`src/design/min_tracking_stack_assert.svh`:
```
// Assertion macros for the min tracking stack.
// Expects clk_i and rst_ni in the scope where a macro is used.
`ifndef MIN_TRACKING_STACK_ASSERT_SVH
`define MIN_TRACKING_STACK_ASSERT_SVH

// Check a property on every rising clock edge outside reset.
`define MTS_ASSERT(lbl, prop, msg) \
  lbl: assert property (@(posedge clk_i) disable iff (!rst_ni) (prop)) \
    else $error(msg);

// Check that a condition never holds outside reset.
`define MTS_ASSERT_NEVER(lbl, cond, msg) \
  lbl: assert property (@(posedge clk_i) disable iff (!rst_ni) !(cond)) \
    else $error(msg);

`endif

```
`src/design/mts_pkg.sv`:
```
// Shared types and codes for the min tracking stack.
// No dependencies.
package mts_pkg;

  typedef logic signed [31:0] word_t;

  typedef enum logic [1:0] {
    ERR_OK        = 2'd0,
    ERR_POP_EMPTY = 2'd1,
    ERR_PUSH_FULL = 2'd2
  } err_e;

  localparam logic OP_PUSH = 1'b0;
  localparam logic OP_POP  = 1'b1;

  // Shift command broadcast to every cell of a chain.
  typedef struct packed {
    logic push;
    logic pop;
  } mts_shift_t;

endpackage

```
`src/design/mts_cell.sv`:
```
// One stack entry: takes its upper neighbor on push, its lower one on pop.
// Depends on mts_pkg.
module mts_cell (
  input  logic               clk_i,
  input  mts_pkg::mts_shift_t shift_i,
  input  mts_pkg::word_t     above_i,
  input  mts_pkg::word_t     below_i,
  output mts_pkg::word_t     q_o
);
  import mts_pkg::*;

  word_t entry_q;

  // Payload only: contents are meaningless until pushed.
  always_ff @(posedge clk_i) begin
    if (shift_i.push) begin
      entry_q <= above_i;
    end else if (shift_i.pop) begin
      entry_q <= below_i;
    end
  end

  assign q_o = entry_q;
endmodule

```
`src/design/mts_chain.sv`:
```
// A row of mts_cell entries forming a shift stack, top at cell 0.
// Depends on mts_pkg and mts_cell.
module mts_chain #(
  parameter int DEPTH = 64
) (
  input  logic               clk_i,
  input  mts_pkg::mts_shift_t shift_i,
  input  mts_pkg::word_t     push_data_i,
  output mts_pkg::word_t     top_o,
  output mts_pkg::word_t     next_o
);
  import mts_pkg::*;

  word_t cell_q [DEPTH];

  for (genvar k = 0; k < DEPTH; k++) begin : g_cell
    word_t above, below;
    if (k == 0) begin : g_first
      assign above = push_data_i;
    end else begin : g_mid
      assign above = cell_q[k-1];
    end
    if (k == DEPTH - 1) begin : g_last
      assign below = '0;
    end else begin : g_inner
      assign below = cell_q[k+1];
    end
    mts_cell u_cell (
      .clk_i   (clk_i),
      .shift_i (shift_i),
      .above_i (above),
      .below_i (below),
      .q_o     (cell_q[k])
    );
  end

  assign top_o  = cell_q[0];
  assign next_o = cell_q[1];
endmodule

```
`config.mk`:
```
export PLATFORM = sky130hd
export DESIGN_NAME = mts_chain
export DESIGN_NICKNAME = d
export VERILOG_FILES = /design/src/design/min_tracking_stack_assert.svh /design/src/design/mts_pkg.sv /design/src/design/mts_cell.sv /design/src/design/mts_chain.sv
export SDC_FILE = /design/constraint.sdc
export NUM_CORES = 2
export LEC_CHECK = 0
export BUFFER_PORTS_ARGS = -buffer_cell sky130_fd_sc_hd__clkbuf_2
export CORE_MARGIN = 1.5
export CORE_UTILIZATION = 56
export DETAILED_ROUTE_END_ITERATION = 16
export PLACE_DENSITY = 0.71
export SYNTH_ARGS = -nofsm -noshare
export SYNTH_HDL_FRONTEND = slang
export SYNTH_SLANG_ARGS = --single-unit
```
`constraint.sdc`:
```
create_clock -name clk_i -period 37.2 [get_ports clk_i]
set_input_delay 7.44 -clock clk_i [delete_from_list [all_inputs] [get_ports clk_i]]
set_output_delay 7.44 -clock clk_i [all_outputs]
set_load 0.02 [all_outputs]
```
==> results.cfg <==
[grt]
grt_max_degree = 218
grt_use_total_pct = 14.5
grt_antenna_before_repair = 3
grt_pass1_vias = 36900
grt_pass1_wl_um = 192000
grt.overflow.total = 0

[routing]
routed_wl_um = 115000
wl_per_cell_um = 17.3
vias_per_cell = 5.52
drt_iter0_markers = 3004
drc = 0
dr.pass1.iters = 5
ant_nets = 0
vias = 36600

[layout]
fillCellCount = 10900
drive_gt1_share_pct = 52.7
layout_commonest_cell = edfxtp_1
layout.nets = 4469
largest_reg_flops = 2048
final_cell_area_um2 = 94200
mostFrequentLayoutCells = 2,048 x edfxtp_1, 2,016 x mux2_2, 200 x clkbuf_16, 97 x clkbuf_2, 47 x clkbuf_1
syn2layout_area_growth_pct = 8.70

[timing]
min_period_ns = 14.11
setup_viol = 0
post-route-period-util_pct = 37.9
hold_violations = 0
final_max_slew_viol_count = 0
max_freq_mhz = 70.9
worst_pin_slew_ns = 1.27
fin_skew_ns = 0.0451
fin_setup_tns_ns = 0
relSlewSlack_pct = 15.4
rsz0062_at_grt = no

[clock_tree]
cts.path.max_buffers = 3
post_cts_buffers = 0
cts_htree_levels = 4
cts_sinks = 2048
ctsRootBufferMaster = clkbuf_16
cts_inserted_buffers = 199
clk_pin_slew_ns = 0.06
cts_tree = built
cts_hold_buf = 0
cts.repair.resized = 0
clk-insertion-delay-late_ns = 0.79

[synth]
syn_area_per_cell_um2 = 20.0
synth_top_cell_by_area = edfxtp_1
synth_top_area_share_pct = 71.0
ys_ff_latch = 2048
synth_area_um2 = 86600
yosysSeqAreaShare_pct = 71.0
synth.top_cells.by_area = edfxtp_1 71%, mux2_2 26%, buf_6 2.3%, buf_2 0.29%, and2_1 0.23%
ys_types = 7
synth_nets = 4360
synthCells = 4325
yosysWarnings = 0

[worst_setup_path]
crit_top_cell = buf_4
reg2reg_to = g_cell[2].u_cell.q_o[13]
crit_chain = buf_12 > or2_4 > buf_4 > buf_12 > buf_4 > buf_4 > buf_4 > buf_4
r2r_cells = 1
critical_path_class = in2reg
r2r_start = g_cell[1].u_cell.q_o[13]
end_kind = flop
slowest_stage = buf_4
cp-start-kind = primary input
crit_path_max_fanout = 203
r2r_slack_ns = 36.08
crit_arrival_ns = 14.51
cp_data_required_time_ns = 37.61
critical_path.max_stage_delay_ns = 0.99

[worst_hold_path]
hold_class = reg2reg
hold_end = g_cell[56].u_cell.q_o[5]
hold_depth = 1
min-delay-start = g_cell[55].u_cell.q_o[5]

[die]
pin_count = 99
start_util_pct = 56.3
die_area_um2 = 157000
rows = 144
die_w_um = 396
die_y_um = 396
coreArea_um2 = 154000

[pwr]
sequentialPowerShare_pct = 56.9
p_sw_uw = 1250
power.share.switching_pct = 21.5
p_clk_share_pct = 33.5
power.internal_uw = 4550
power_uw = 5800
peakVddDrop_uv = 49.8
powerDensity_nw_per_um2 = 61.5
comb_power_share_pct = 9.6
p_leak_uw = 0.0328

[placement]
placed_cell_area_um2 = 87900
gp_congestion = 0.753
post-dp-hpwl_um = 64200
portBuffers = 98

[status]
status = finished, final reports clean

[run]
cap_violations = 0
==> how the worst max path moves through the flow <==
stage               startpoint                         to  slack [ns]  cells past startpoint
floorplan           shift_i[1]    g_cell[0].u_cell.q_o[0]        3.51                      5
finish              shift_i[1]  g_cell[21].u_cell.q_o[15]       23.09                      8
global placement    shift_i[1]  g_cell[23].u_cell.q_o[14]       22.26                      8
detailed placement  shift_i[1]  g_cell[23].u_cell.q_o[14]       22.07                      8
CTS                 shift_i[1]   g_cell[5].u_cell.q_o[14]       22.96                      8
global route        shift_i[1]   g_cell[5].u_cell.q_o[14]       22.40                      8
==> power by group through the flow <==
stage / Combinational, µW / Clock [µW] / Sequential [µW]
finish: 555 / 1940 / 3300
floorplan: 489 / 0 / 3360
detailed placement: 561 / 0 / 3350
global route: 613 / 2090 / 3360
CTS: 565 / 2000 / 3310
global placement: 531 / 0 / 3330
==> per-stage QoR <==
stage / hold slack, ns / setup slack [ns] / std cells / utilization (%)
after floorplan: 0.525 / 3.51 / 4325 / -
after global placement: 0.527 / 22.26 / 6277 / 57.1
after detailed placement: 0.536 / 22.07 / 6277 / 57.1
after CTS: 0.526 / 22.96 / 6634 / 61.2
after global routing: 0.548 / 22.40 / 6634 / 61.2
final: 0.532 / 23.09 / 6635 / 61.2
==> layout make-up <==
cell class	instances	area (µm²)	area share (%)
sequential	2048	61500	65.3
multi-input combinational	2049	22900	24.3
clock buffer	247	5180	5.50
tap	2044	2560	2.72
clock inverter	110	1140	1.21
timing repair buffer	136	891	0.946
antenna	1	2.50	0.00266
==> synth_stat cells (all sizes together) <==
cell,n
and2,32
buf,226
clkbuf,2
edfxtp,2048
mux2,2016
or2,1
==> critical path, delay by kind of cell <==
kind	cells	cell delay, ns
buffers and inverters	7	5.95
and+or+nand+nor	1	0.78
==> cells by family (layout without fill, tap and decap cells) <==
logic type,Yosys count,count (layout),share of synthesized area [%]
AND/OR/NAND/NOR,33,33,0.238
multiplexers,2016,2016,26.2
flip-flops,2048,2048,71.0
other,0,1,0
buffers and inverters,228,493,2.58
==> layer usage <==
layer	global-route usage [%]	vias to the layer above	wire, µm
li1	-	17500	-
met1	22.7	18500	57400
met2	20.6	475	50200
met3	3.01	178	4790
met4	4.21	0	2270
met5	0	-	0
(Power assumes the default switching activity.)
